==> src/design/ppd_pkg.sv <==
// Package: codes, constants, result type and FCS-16 step for the PPP deframer.
package ppd_pkg;

  localparam logic [7:0]  FLAG_BYTE       = 8'h7E;
  localparam logic [7:0]  ESC_BYTE        = 8'h7D;
  localparam logic [7:0]  ESC_XOR         = 8'h20;
  localparam logic [15:0] FCS_INIT        = 16'hFFFF;
  localparam logic [15:0] FCS_GOOD        = 16'hF0B8;
  localparam logic [15:0] FCS_POLY        = 16'h8408;
  localparam logic [15:0] DELAY_DEPTH     = 16'd2;
  localparam logic [15:0] SHORT_FRAME_MAX = 16'd2;
  localparam logic [15:0] MAX_LEN_RST     = 16'd1024;

  localparam logic [2:0] EV_NONE     = 3'd0;
  localparam logic [2:0] EV_DATA     = 3'd1;
  localparam logic [2:0] EV_GOOD     = 3'd2;
  localparam logic [2:0] EV_BAD      = 3'd3;
  localparam logic [2:0] EV_OVERFLOW = 3'd4;

  typedef struct packed {
    logic [2:0] event_res;
    logic [7:0] data_byte;
  } step_res_t;

  // One byte of the reflected CRC, bit by bit, LSB first.
  function automatic logic [15:0] fcs16_update(input logic [15:0] fcs, input logic [7:0] b);
    logic [15:0] v;
    v = fcs ^ {8'h00, b};
    for (int i = 0; i < 8; i++) begin
      if (v[0]) begin
        v = (v >> 1) ^ FCS_POLY;
      end else begin
        v = v >> 1;
      end
    end
    return v;
  endfunction

endpackage

==> src/design/ppd_if.sv <==
// Interfaces: received byte channel and result channel of the PPP deframer.
interface ppd_in_if;
  logic       valid;
  logic       ready;
  logic [7:0] rx_byte;

  modport source (output valid, output rx_byte, input ready);
  modport sink   (input valid, input rx_byte, output ready);
endinterface

interface ppd_out_if;
  logic       valid;
  logic       ready;
  logic [2:0] event_res;
  logic [7:0] data_byte;

  modport source (output valid, output event_res, output data_byte, input ready);
  modport sink   (input valid, input event_res, input data_byte, output ready);
endinterface

==> src/design/ppd_in_reg.sv <==
// Input register: holds one received byte until the core takes it.
module ppd_in_reg (
  input  logic       clk,
  input  logic       rst_n,
  input  logic       in_valid,
  input  logic [7:0] in_byte,
  output logic       in_ready,
  input  logic       adv,
  output logic       hold_vld,
  output logic [7:0] hold_byte
);

  logic       vld_r;
  logic       vld_nxt;
  logic [7:0] byte_r;

  // refill whenever the held byte is empty or moves on this cycle
  assign in_ready = !vld_r || adv;
  assign vld_nxt  = in_ready ? in_valid : vld_r;

  always_ff @(posedge clk) begin
    if (!rst_n) begin
      vld_r <= 1'b0;
    end else begin
      vld_r <= vld_nxt;
    end
  end

  always_ff @(posedge clk) begin
    if (in_valid && in_ready) begin
      byte_r <= in_byte;
    end
  end

  assign hold_vld  = vld_r;
  assign hold_byte = byte_r;

endmodule

==> src/design/ppd_core.sv <==
// Deframer core: escape, length limit, FCS-16 and two-byte delay line.
module ppd_core (
  input  logic                   clk,
  input  logic                   rst_n,
  input  logic                   cfg_we,
  input  logic [15:0]            cfg_wdata,
  input  logic                   fire,
  input  logic [7:0]             in_byte,
  output ppd_pkg::step_res_t     res
);

  logic        esc_r,  esc_nxt;
  logic [15:0] pos_r,  pos_nxt;
  logic [15:0] fcs_r,  fcs_nxt;
  logic [7:0]  dly0_r, dly0_nxt;
  logic [7:0]  dly1_r, dly1_nxt;
  logic [15:0] max_len_r;

  always_comb begin
    logic [7:0] stored;
    stored   = in_byte;
    esc_nxt  = esc_r;
    pos_nxt  = pos_r;
    fcs_nxt  = fcs_r;
    dly0_nxt = dly0_r;
    dly1_nxt = dly1_r;
    res      = '0;
    if (in_byte == ppd_pkg::FLAG_BYTE) begin
      // short frames leave everything as it is
      if (pos_r > ppd_pkg::SHORT_FRAME_MAX) begin
        res.event_res = (fcs_r == ppd_pkg::FCS_GOOD) ? ppd_pkg::EV_GOOD : ppd_pkg::EV_BAD;
        esc_nxt = 1'b0;
        pos_nxt = '0;
        fcs_nxt = ppd_pkg::FCS_INIT;
      end
    end else if (pos_r >= max_len_r) begin
      res.event_res = ppd_pkg::EV_OVERFLOW;
    end else if (!esc_r && in_byte == ppd_pkg::ESC_BYTE) begin
      esc_nxt = 1'b1;
    end else begin
      if (esc_r) begin
        stored = in_byte ^ ppd_pkg::ESC_XOR;
      end
      esc_nxt = 1'b0;
      fcs_nxt = ppd_pkg::fcs16_update(fcs_r, stored);
      if (pos_r >= ppd_pkg::DELAY_DEPTH) begin
        res.event_res = ppd_pkg::EV_DATA;
        res.data_byte = dly0_r;
      end
      dly0_nxt = dly1_r;
      dly1_nxt = stored;
      pos_nxt  = pos_r + 16'd1;
    end
  end

  always_ff @(posedge clk) begin
    if (!rst_n) begin
      esc_r <= 1'b0;
      pos_r <= '0;
      fcs_r <= ppd_pkg::FCS_INIT;
    end else if (fire) begin
      esc_r <= esc_nxt;
      pos_r <= pos_nxt;
      fcs_r <= fcs_nxt;
    end
  end

  always_ff @(posedge clk) begin
    if (fire) begin
      dly0_r <= dly0_nxt;
      dly1_r <= dly1_nxt;
    end
  end

  always_ff @(posedge clk) begin
    if (!rst_n) begin
      max_len_r <= ppd_pkg::MAX_LEN_RST;
    end else if (cfg_we) begin
      max_len_r <= cfg_wdata;
    end
  end

  a_close_clears: assert property (@(posedge clk) disable iff (!rst_n)
    fire && in_byte == ppd_pkg::FLAG_BYTE && pos_r > ppd_pkg::SHORT_FRAME_MAX
    |=> pos_r == '0 && !esc_r && fcs_r == ppd_pkg::FCS_INIT)
    else $error("frame close did not clear frame state");

  a_data_needs_fill: assert property (@(posedge clk) disable iff (!rst_n)
    fire && res.event_res == ppd_pkg::EV_DATA |-> pos_r >= ppd_pkg::DELAY_DEPTH)
    else $error("data released before delay line filled");

  a_overflow_holds: assert property (@(posedge clk) disable iff (!rst_n)
    fire && res.event_res == ppd_pkg::EV_OVERFLOW && !cfg_we
    |=> $stable(pos_r) && $stable(esc_r) && $stable(fcs_r))
    else $error("overflowed byte altered frame state");

  a_idle_holds: assert property (@(posedge clk) disable iff (!rst_n)
    !fire |=> $stable(pos_r) && $stable(fcs_r))
    else $error("frame state moved without a byte");

endmodule

==> src/design/ppd_out_reg.sv <==
// Result register: holds one result until the sink takes it.
module ppd_out_reg (
  input  logic               clk,
  input  logic               rst_n,
  input  logic               fire,
  input  ppd_pkg::step_res_t res,
  output logic               adv,
  output logic               out_valid,
  input  logic               out_ready,
  output ppd_pkg::step_res_t out_res
);

  logic               vld_r;
  logic               vld_nxt;
  ppd_pkg::step_res_t res_r;

  assign adv     = !vld_r || out_ready;
  assign vld_nxt = adv ? fire : vld_r;

  always_ff @(posedge clk) begin
    if (!rst_n) begin
      vld_r <= 1'b0;
    end else begin
      vld_r <= vld_nxt;
    end
  end

  always_ff @(posedge clk) begin
    if (fire) begin
      res_r <= res;
    end
  end

  assign out_valid = vld_r;
  assign out_res   = res_r;

endmodule

==> src/design/ppp_byte_destuff_deframer.sv <==
// Top level: PPP async HDLC-like byte destuffer and deframer with FCS-16 check.
// Every received byte transfer gives exactly one result transfer, in order; event
// none (0) is sent too, for escape bytes, flags on short frames and the first two
// stored bytes of a frame. A flag closes a frame only when more than two
// destuffed bytes are stored, and the result is frame end good (2) or bad (3)
// from a running FCS-16 (reflected 0x8408, start 0xFFFF, good residue 0xF0B8)
// taken over every stored byte. Data bytes (1) come out two stored bytes late, so
// the two FCS bytes never appear as data. Bytes past the length limit set by
// cfg_wdata are dropped with event 4. Rate: one byte per clock sustained while
// the sink is ready. The byte is held in the input register, and the escape,
// FCS-16 byte step and length compare between the input register and the result
// register load the result into the result register. While a finished result
// waits, the input register still takes one new byte. Write cfg_wdata with cfg_we
// only while no transfer is in flight; the limit resets to 1024.
module ppp_byte_destuff_deframer (
  input  logic        clk,
  input  logic        rst_n,
  ppd_in_if.sink      in_chan,
  ppd_out_if.source   out_chan,
  input  logic        cfg_we,
  input  logic [15:0] cfg_wdata
);

  logic               adv;
  logic               hold_vld;
  logic [7:0]         hold_byte;
  logic               fire;
  ppd_pkg::step_res_t res;
  ppd_pkg::step_res_t out_res;

  // hold the received byte
  ppd_in_reg u_in_reg (
    .clk       (clk),
    .rst_n     (rst_n),
    .in_valid  (in_chan.valid),
    .in_byte   (in_chan.rx_byte),
    .in_ready  (in_chan.ready),
    .adv       (adv),
    .hold_vld  (hold_vld),
    .hold_byte (hold_byte)
  );

  // advance the frame state once per held byte the result stage can take
  assign fire = hold_vld && adv;

  ppd_core u_core (
    .clk       (clk),
    .rst_n     (rst_n),
    .cfg_we    (cfg_we),
    .cfg_wdata (cfg_wdata),
    .fire      (fire),
    .in_byte   (hold_byte),
    .res       (res)
  );

  ppd_out_reg u_out_reg (
    .clk       (clk),
    .rst_n     (rst_n),
    .fire      (fire),
    .res       (res),
    .adv       (adv),
    .out_valid (out_chan.valid),
    .out_ready (out_chan.ready),
    .out_res   (out_res)
  );

  assign out_chan.event_res = out_res.event_res;
  assign out_chan.data_byte = out_res.data_byte;

endmodule
==> src/flat_wrapper.sv <==
// flat-port wrapper written by rule: the top's interface ports become plain ports
module ppp_byte_destuff_deframer_flat 
  (clk, rst_n, cfg_we, cfg_wdata, in_chan_valid, in_chan_rx_byte, in_chan_ready, out_chan_valid, out_chan_event_res, out_chan_data_byte, out_chan_ready);
  ppd_in_if in_chan_i ();
  ppd_out_if out_chan_i ();
  input  logic clk;
  input  logic rst_n;
  input  logic cfg_we;
  input  logic [15:0] cfg_wdata;
  input wire logic [$bits(in_chan_i.valid)-1:0] in_chan_valid;
  input wire logic [$bits(in_chan_i.rx_byte)-1:0] in_chan_rx_byte;
  output wire logic [$bits(in_chan_i.ready)-1:0] in_chan_ready;
  output wire logic [$bits(out_chan_i.valid)-1:0] out_chan_valid;
  output wire logic [$bits(out_chan_i.event_res)-1:0] out_chan_event_res;
  output wire logic [$bits(out_chan_i.data_byte)-1:0] out_chan_data_byte;
  input wire logic [$bits(out_chan_i.ready)-1:0] out_chan_ready;
  assign in_chan_i.valid = in_chan_valid;
  assign in_chan_i.rx_byte = in_chan_rx_byte;
  assign in_chan_ready = in_chan_i.ready;
  assign out_chan_valid = out_chan_i.valid;
  assign out_chan_event_res = out_chan_i.event_res;
  assign out_chan_data_byte = out_chan_i.data_byte;
  assign out_chan_i.ready = out_chan_ready;
  ppp_byte_destuff_deframer u_core (.clk(clk), .rst_n(rst_n), .in_chan(in_chan_i), .out_chan(out_chan_i), .cfg_we(cfg_we), .cfg_wdata(cfg_wdata));
endmodule
==> config.mk <==
export PLATFORM = sky130hd
export DESIGN_NAME = ppp_byte_destuff_deframer_flat
export DESIGN_NICKNAME = d
export VERILOG_FILES = /design/src/design/ppd_pkg.sv /design/src/design/ppd_if.sv /design/src/design/ppd_in_reg.sv /design/src/design/ppd_core.sv /design/src/design/ppd_out_reg.sv /design/src/design/ppp_byte_destuff_deframer.sv /design/src/flat_wrapper.sv
export SDC_FILE = /design/constraint.sdc
export NUM_CORES = 1
export LEC_CHECK = 0
export BUFFER_PORTS_ARGS = -buffer_cell sky130_fd_sc_hd__buf_2
export CORE_MARGIN = 3
export CORE_UTILIZATION = 55
export DETAILED_ROUTE_END_ITERATION = 10
export GPL_TIMING_DRIVEN = 0
export PLACE_DENSITY = 0.82
export SETUP_SLACK_MARGIN = 0.3
export SYNTH_ARGS = -nofsm -noshare
export SYNTH_HDL_FRONTEND = slang
export SYNTH_SLANG_ARGS = --single-unit
==> constraint.sdc <==
create_clock -name clk -period 3.2 [get_ports clk]
set_input_delay 0.16 -clock clk [delete_from_list [all_inputs] [get_ports clk]]
set_output_delay 0.16 -clock clk [all_outputs]
set_load 0.02 [all_outputs]
==> impl_metrics.ini, run 1 <==
[status]
status = completed

[timing]
clock_skew_ps = 10.83
timing.final.crit_share_pct = 83.19
min_period_ps = 2662
fin_tns_setup_ps = 0
finalSetupViolCount = 0
slew_headroom_pct = 36.69
rsz0062_at_grt = false
max_clock_freq_mhz = 375.6
tightest_slew_ps = 946.1
drv_slew = 0
final-hold-violation-count = 0

[worst_setup_path]
critPathTopFamily = simple AND/OR/NAND/NOR gates
worstSetupPathType = flop to flop
worstPathRequired_ps = 3290
critPathMaxFanout = 15
arrival_ps = 2750
worst_path_largest_cell_delay_ps = 510
crit_slowest_cell = dfxtp_1
crit_buf_inv = 2
cp-end-kind = flop
cp_cell_sequence = inv_1, ha_1, nand2b_4, a2111oi_4, or4_4, and2_4, nand3_1, nor2b_4, buf_12
worstSetupStartpointType = flop

[detailed_routing]
wirelength_um = 8905
via_per_inst = 5.861
route.detailed.drc = 0
antenna_left = 0
first_iter_violations = 232
wl_per_cell_um = 16.96
firstDrtPassIters = 4
dr_total_vias = 3077

[clock_network]
clk_pin_slew_ps = 100
cts_tree = built
clk_latency_ps = 370
clkSinkCount = 86
clk_path_buf_depth = 2
htree_levels = 3
root_buffer = clkbuf_8
numCtsBuffers = 9

[floorplan]
die_y_um = 92.49
start_util_pct = 58.61
rows = 30
core_area_mm2 = 0.007019
ios = 42
die_x_um = 92.49
die_area_mm2 = 0.008553

[logic_synthesis]
synth_area_mm2 = 0.004114
synth_top_area_share_pct = 25.55
yosysUniqueCellTypes = 59
synth_fp_nets = 410
synth-edff-count = 35
synth_area_leaders = edfxtp_1, dfxtp_1, ha_1
ys_warn_count = 0
synth_ff_type = dfxtp_1
netlist_top_cells_count = dfxtp_1, edfxtp_1, nor2_1, inv_1, nand2_1
syn_area_per_cell_um2 = 11.33
ys_async_sr_fraction_pct = 0
seq_area_frac_synth_pct = 50.36
synth_seq_cells = 86
post-synth-top-count-cell = dfxtp_1
synthesis.instances = 363
synth_top_area_cell = edfxtp_1

[placement]
hpwl_um = 6172
port_buffers = 40
gp_congestion = 0.9920
dp_cells = 499

[layout]
finalNetCount = 471
drive_gt1_share_pct = 20.98
num_antenna_cells = 0
final_cells = 525
syn_to_final_growth_pct = 15.39
fillers = 524

[global_routing]
antenna_found_initial = 0
grt_pass1_wl_um = 14720
grt_max_degree = 19
grt_pass1_vias = 3192
overflow = 0
groute.usage.overall_pct = 22.03

[pwr]
p_leak_nw = 1.849
vdd_drop_max_uv = 269.4
cellPowerDensity_mw_per_mm2 = 503.4

[job]
drv_cap = 0

[hold_path]
hold_path.class = input port to flop
==> path summary, 6_finish.rpt <==
kind                                         startpoint                          to  slack (ps)  cells after the start
worst min-delay path                       cfg_wdata[6]  u_core.u_core.max_len_r[6]          20                      3
worst min register to register  u_core.u_core.dly1_r[1]     u_core.u_core.dly0_r[1]         430                      0
worst max register to register   u_core.u_core.pos_r[0]     u_core.u_core.dly1_r[0]         540                      9
worst max-delay path             u_core.u_core.pos_r[0]     u_core.u_core.dly1_r[0]         540                      9
==> timing repair <==
item                                   in CTS  in global routing
endpoints found under the hold margin       9                  0
hold buffers                                9                  0
pin swaps                                   0                  0
buffers inserted                            0                  1
resized for setup                           1                  0
setup endpoints to repair                  16                 16
==> worst min-delay path, stage by stage <==
cell and delay [ps]:
buf_2 70, mux2i_1 60, nor2_1 70
==> stage by stage <==
stage	util, %	hold slack (ps)	worst slack [ps]	cell area [µm²]	total power [W]
5_1_grt	67.63	42.58	313.8	4747	0.002490
4_1_cts	67.34	10.28	405.8	4727	0.002394
2_1_floorplan	-	258.6	558.9	4116	0.001551
6_report	67.63	17.41	537.8	4747	0.002390
3_5_place_dp	63.21	338.3	233.8	4437	0.001642
3_3_place_gp	63.21	337.2	282.4	4437	0.001623
==> area by class of cell <==
type,count,area (µm²),share of cell area [%]
clock inverter,7,71.32,1.502
buffer,10,75.07,1.581
timing repair buffer,50,310.3,6.537
clock buffer,9,123.9,2.609
multi-input combinational,244,1888,39.77
sequential,86,2072,43.65
tap,96,120.1,2.530
inverter,23,86.33,1.819
==> cell families after synthesis <==
logic type,count (synthesis),share of synthesized area (%)
simple gates,121,16.30
flops,86,50.37
compound gates,64,14.42
buf+inv,33,3.923
xor+xnor,25,5.322
fa+ha+maj,18,5.475
mux,16,4.197
==> power by group <==
part / internal, W / total [W] / switching (W)
Combinational: 0.000179 / 0.000380 / 0.000201
Clock: 0.000309 / 0.000753 / 0.000444
Sequential: 0.00121 / 0.00126 / 0.0000495
==> sequential cells by signal (all words and copies together), names as in the netlist <==
name,flops
u_core.u_out_reg.out_valid,1
u_core.u_out_reg.out_res,11
u_core.u_in_reg.hold_vld,1
u_core.u_in_reg.hold_byte,8
u_core.u_core.pos_r,16
u_core.u_core.fcs_r,16
u_core.u_core.esc_r,1
u_core.u_core.max_len_r,16
u_core.u_core.dly0_r,8
u_core.u_core.dly1_r,8
==> metal layers <==
metal / share of wire, % / routed length (µm) / global-route usage, %
met5: 0 / 0 / 0
met4: 3.3 / 293 / 12.87
met3: 5.7 / 511 / 4.143
met2: 49 / 4407 / 35.95
met1: 41 / 3692 / 27.18
==> layout by cell type (no fill, tap or decap), types with 4 or more instances in the layout <==
master	synthesis	layout
dfxtp_1	51	51
buf_2	0	40
edfxtp_1	35	35
nor2_1	28	28
inv_1	23	23
nand2_1	21	21
xnor2_1	18	18
ha_1	18	18
nand3_1	15	15
mux2i_1	15	15
and2_1	11	11
a2bb2oi_2	10	10
clkbuf_8	0	9
dlygate4sd3_1	0	9
a21oi_1	8	8
o31ai_1	8	8
nand4_1	7	7
xor2_1	7	7
nor4_1	6	6
o211ai_1	6	6
nor3_1	5	5
or4_1	5	5
buf_6	4	4
clkbuf_1	4	4
o22a_1	4	4
inv_8	0	4
Note: power is estimated with default switching activity, not from simulation.
==> run 2, diff against run 1 <==
--- a/config.mk
+++ b/config.mk
@@ -7,10 +7,10 @@
 export LEC_CHECK = 0
 export BUFFER_PORTS_ARGS = -buffer_cell sky130_fd_sc_hd__buf_2
 export CORE_MARGIN = 3
-export CORE_UTILIZATION = 55
+export CORE_UTILIZATION = 53
 export DETAILED_ROUTE_END_ITERATION = 10
 export GPL_TIMING_DRIVEN = 0
-export PLACE_DENSITY = 0.82
+export PLACE_DENSITY = 0.83
 export SETUP_SLACK_MARGIN = 0.3
 export SYNTH_ARGS = -nofsm -noshare
 export SYNTH_HDL_FRONTEND = slang
==> constraint.sdc (replaced) <==
create_clock -name clk -period 2.4 [get_ports clk]
set_input_delay 0.12 -clock clk [delete_from_list [all_inputs] [get_ports clk]]
set_output_delay 0.12 -clock clk [all_outputs]
set_load 0.02 [all_outputs]
==> run 2 against run 1 <==
Sequential share of layout area shrank 5.6 points. Die area grew 3.5%. Sequential power grew 33%. Non-clock buffer count grew 39. Global-route usage grew 1.2 points. The flow now finishes with violations (setup timing). Critical path depth is the same. Maximum frequency grew 8.3%. Clock power grew 29%. Flip-flop and latch count is the same. Clock skew grew 3.8 ps. Setup slack lost 600 ps.
==> impl_metrics.ini, run 2 (synthesis results as in run 1) <==
[status]
status = finished with violations
violations = setup timing

[floorplan]
die_x_um = 94.11
die_area_mm2 = 0.008856
start_util_pct = 55.53
die_y_um = 94.11
core_area_mm2 = 0.007408
rows = 31
ios = 42

[worst_setup_path]
worstSetupPathType = flop to flop
worst_path_largest_cell_delay_ps = 520
cp_cell_sequence = ha_1, o21a_1, nor2_1, or4_4, nand3_4, buf_4, a21oi_4, buf_12, o22a_1
cp-end-kind = flop
r2r_slack_ps = -60
crit_buf_inv = 2
r2r_start = u_core.u_core.pos_r[3]
reg2regPathDepth = 9
arrival_ps = 2710
worstSetupStartpointType = flop
r2r-end = u_core.u_core.fcs_r[14]
critPathMaxFanout = 8
critPathTopFamily = simple AND/OR/NAND/NOR gates
crit_slowest_cell = or4_4
worstPathRequired_ps = 2650

[pwr]
cellPowerDensity_mw_per_mm2 = 593.1
p_total_w = 0.003302
p_leak_nw = 2.125
vdd_drop_max_uv = 295.1

[global_routing]
grt_max_degree = 17
overflow = 0
grt_pass1_vias = 3180
antenna_found_initial = 0
groute.usage.overall_pct = 23.21
grt_pass1_wl_um = 15840

[layout]
layout_common_cells = buf_2, edfxtp_1, dfxtp_1, nor2_1, buf_4
drive_gt1_share_pct = 41.88
syn_to_final_growth_pct = 35.34
utilization_pct = 75.16
num_antenna_cells = 0
top_regs = u_core.u_core.fcs_r x16, u_core.u_core.max_len_r x16, u_core.u_core.pos_r x16
final_common_cell = buf_2
finalNetCount = 510

[timing]
min_period_ps = 2458
clock_skew_ps = 14.59
drv_slew = 0
max_clock_freq_mhz = 406.8
tightest_slew_ps = 661.0
fin_tns_setup_ps = -260.9
final-hold-violation-count = 0
slew_headroom_pct = 55.93
rsz0062_at_grt = true
timing.final.crit_share_pct = 102.4
setup_slack_ps = -58.19
finalSetupViolCount = 12

[clock_network]
clkSinkCount = 86
clk_path_buf_depth = 2
numCtsBuffers = 9
root_buffer = clkbuf_8
clk_pin_slew_ps = 90
cts_tree = built
clk_latency_ps = 370
htree_levels = 3

[detailed_routing]
firstDrtPassIters = 6
wl_per_cell_um = 22.98
route.detailed.drc = 0
antenna_left = 0
first_iter_violations = 457
dr_total_vias = 3648
via_per_inst = 6.434
wirelength_um = 13030

[hold_path]
hold_depth = 3
hold_path.class = input port to flop
hold_path.startpoint = in_chan_valid
min_to = u_core.u_in_reg.hold_vld

[placement]
port_buffers = 40
hpwl_um = 6210
gp_congestion = 0.8755
dp_slack_ps = 1.347

[job]
drv_cap = 0
-- run 2: cell types whose count changed in the layout (fill, tap and decap cells not counted), moves of 5 or more --
cell           previous run  this run
ha_4                      0         8
dfxtp_2                   0        20
dlygate4sd3_1             9        14
nand3_1                  15        10
ha_1                     18        10
inv_1                    23        18
nor4_1                    6         1
buf_4                     2        23
dfxtp_4                   0         5
dfxtp_1                  51        26
-- run 2: worst max-delay path by stage --
stage,startpoint,end,slack (ps),cells after the start
4_1_cts,u_core.u_core.pos_r[0],u_core.u_core.pos_r[10],110,9
6_report,u_core.u_core.pos_r[3],u_core.u_core.fcs_r[14],-60,9
3_5_place_dp,u_core.u_core.pos_r[11],u_core.u_core.pos_r[7],1,9
2_1_floorplan,u_core.u_core.pos_r[0],u_core.u_core.dly0_r[0],260,8
5_1_grt,u_core.u_core.pos_r[3],u_core.u_core.fcs_r[14],-100,9
3_3_place_gp,u_core.u_core.pos_r[11],u_core.u_core.pos_r[9],40,9
-- run 2: repair_timing --
item,CTS,global route
hold buffers,14,0
pin swaps,18,17
cloned,2,2
setup buffers,14,17
gates resized for setup,44,53
endpoints found under the setup margin,59,59
hold endpoints to repair,14,0
-- run 2: cell type report --
class                      count  area [µm²]
fill                         380        1841
multi-input combinational    244        2266
sequential                    86        2116
clock inverter                 7       56.30
inverter                      23       88.84
timing repair buffer          89       694.4
clock buffer                   9       123.9
buffer                        10       98.84
tap                           99       123.9
-- run 2: per-stage QoR --
stage,instances,area (µm²),hold WS [ps]
finish,567,5568,6.342
global route,567,5568,22.05
CTS,548,5165,1.367
detailed placement,502,4509,298.5
global placement,502,4509,298.3
floorplan,363,4185,218.6
-- run 2: worst min-delay path, stage by stage --
cell and delay (ps):
buf_2 80, a21oi_1 40, nor2_1 90
-- run 2: metal layers --
| metal | vias to the layer above | wire length (µm) | global-route usage [%] |
|---|---|---|---|
| met4 | 0 | 737 | 12.15 |
| met5 | - | 0 | 0 |
| met2 | 277 | 6355 | 38.26 |
| met1 | 1742 | 4804 | 29.58 |
| met3 | 84 | 1134 | 3.125 |
| li1 | 1545 | - | - |
-- run 2: power by group --
group          switching [W]  internal [W]  leakage [nW]  total [W]
registers          0.0000768       0.00161         0.765    0.00168
clock network       0.000584      0.000389        0.0858   0.000973
logic               0.000337      0.000308          1.27   0.000645
total               0.000998       0.00230          2.12    0.00330
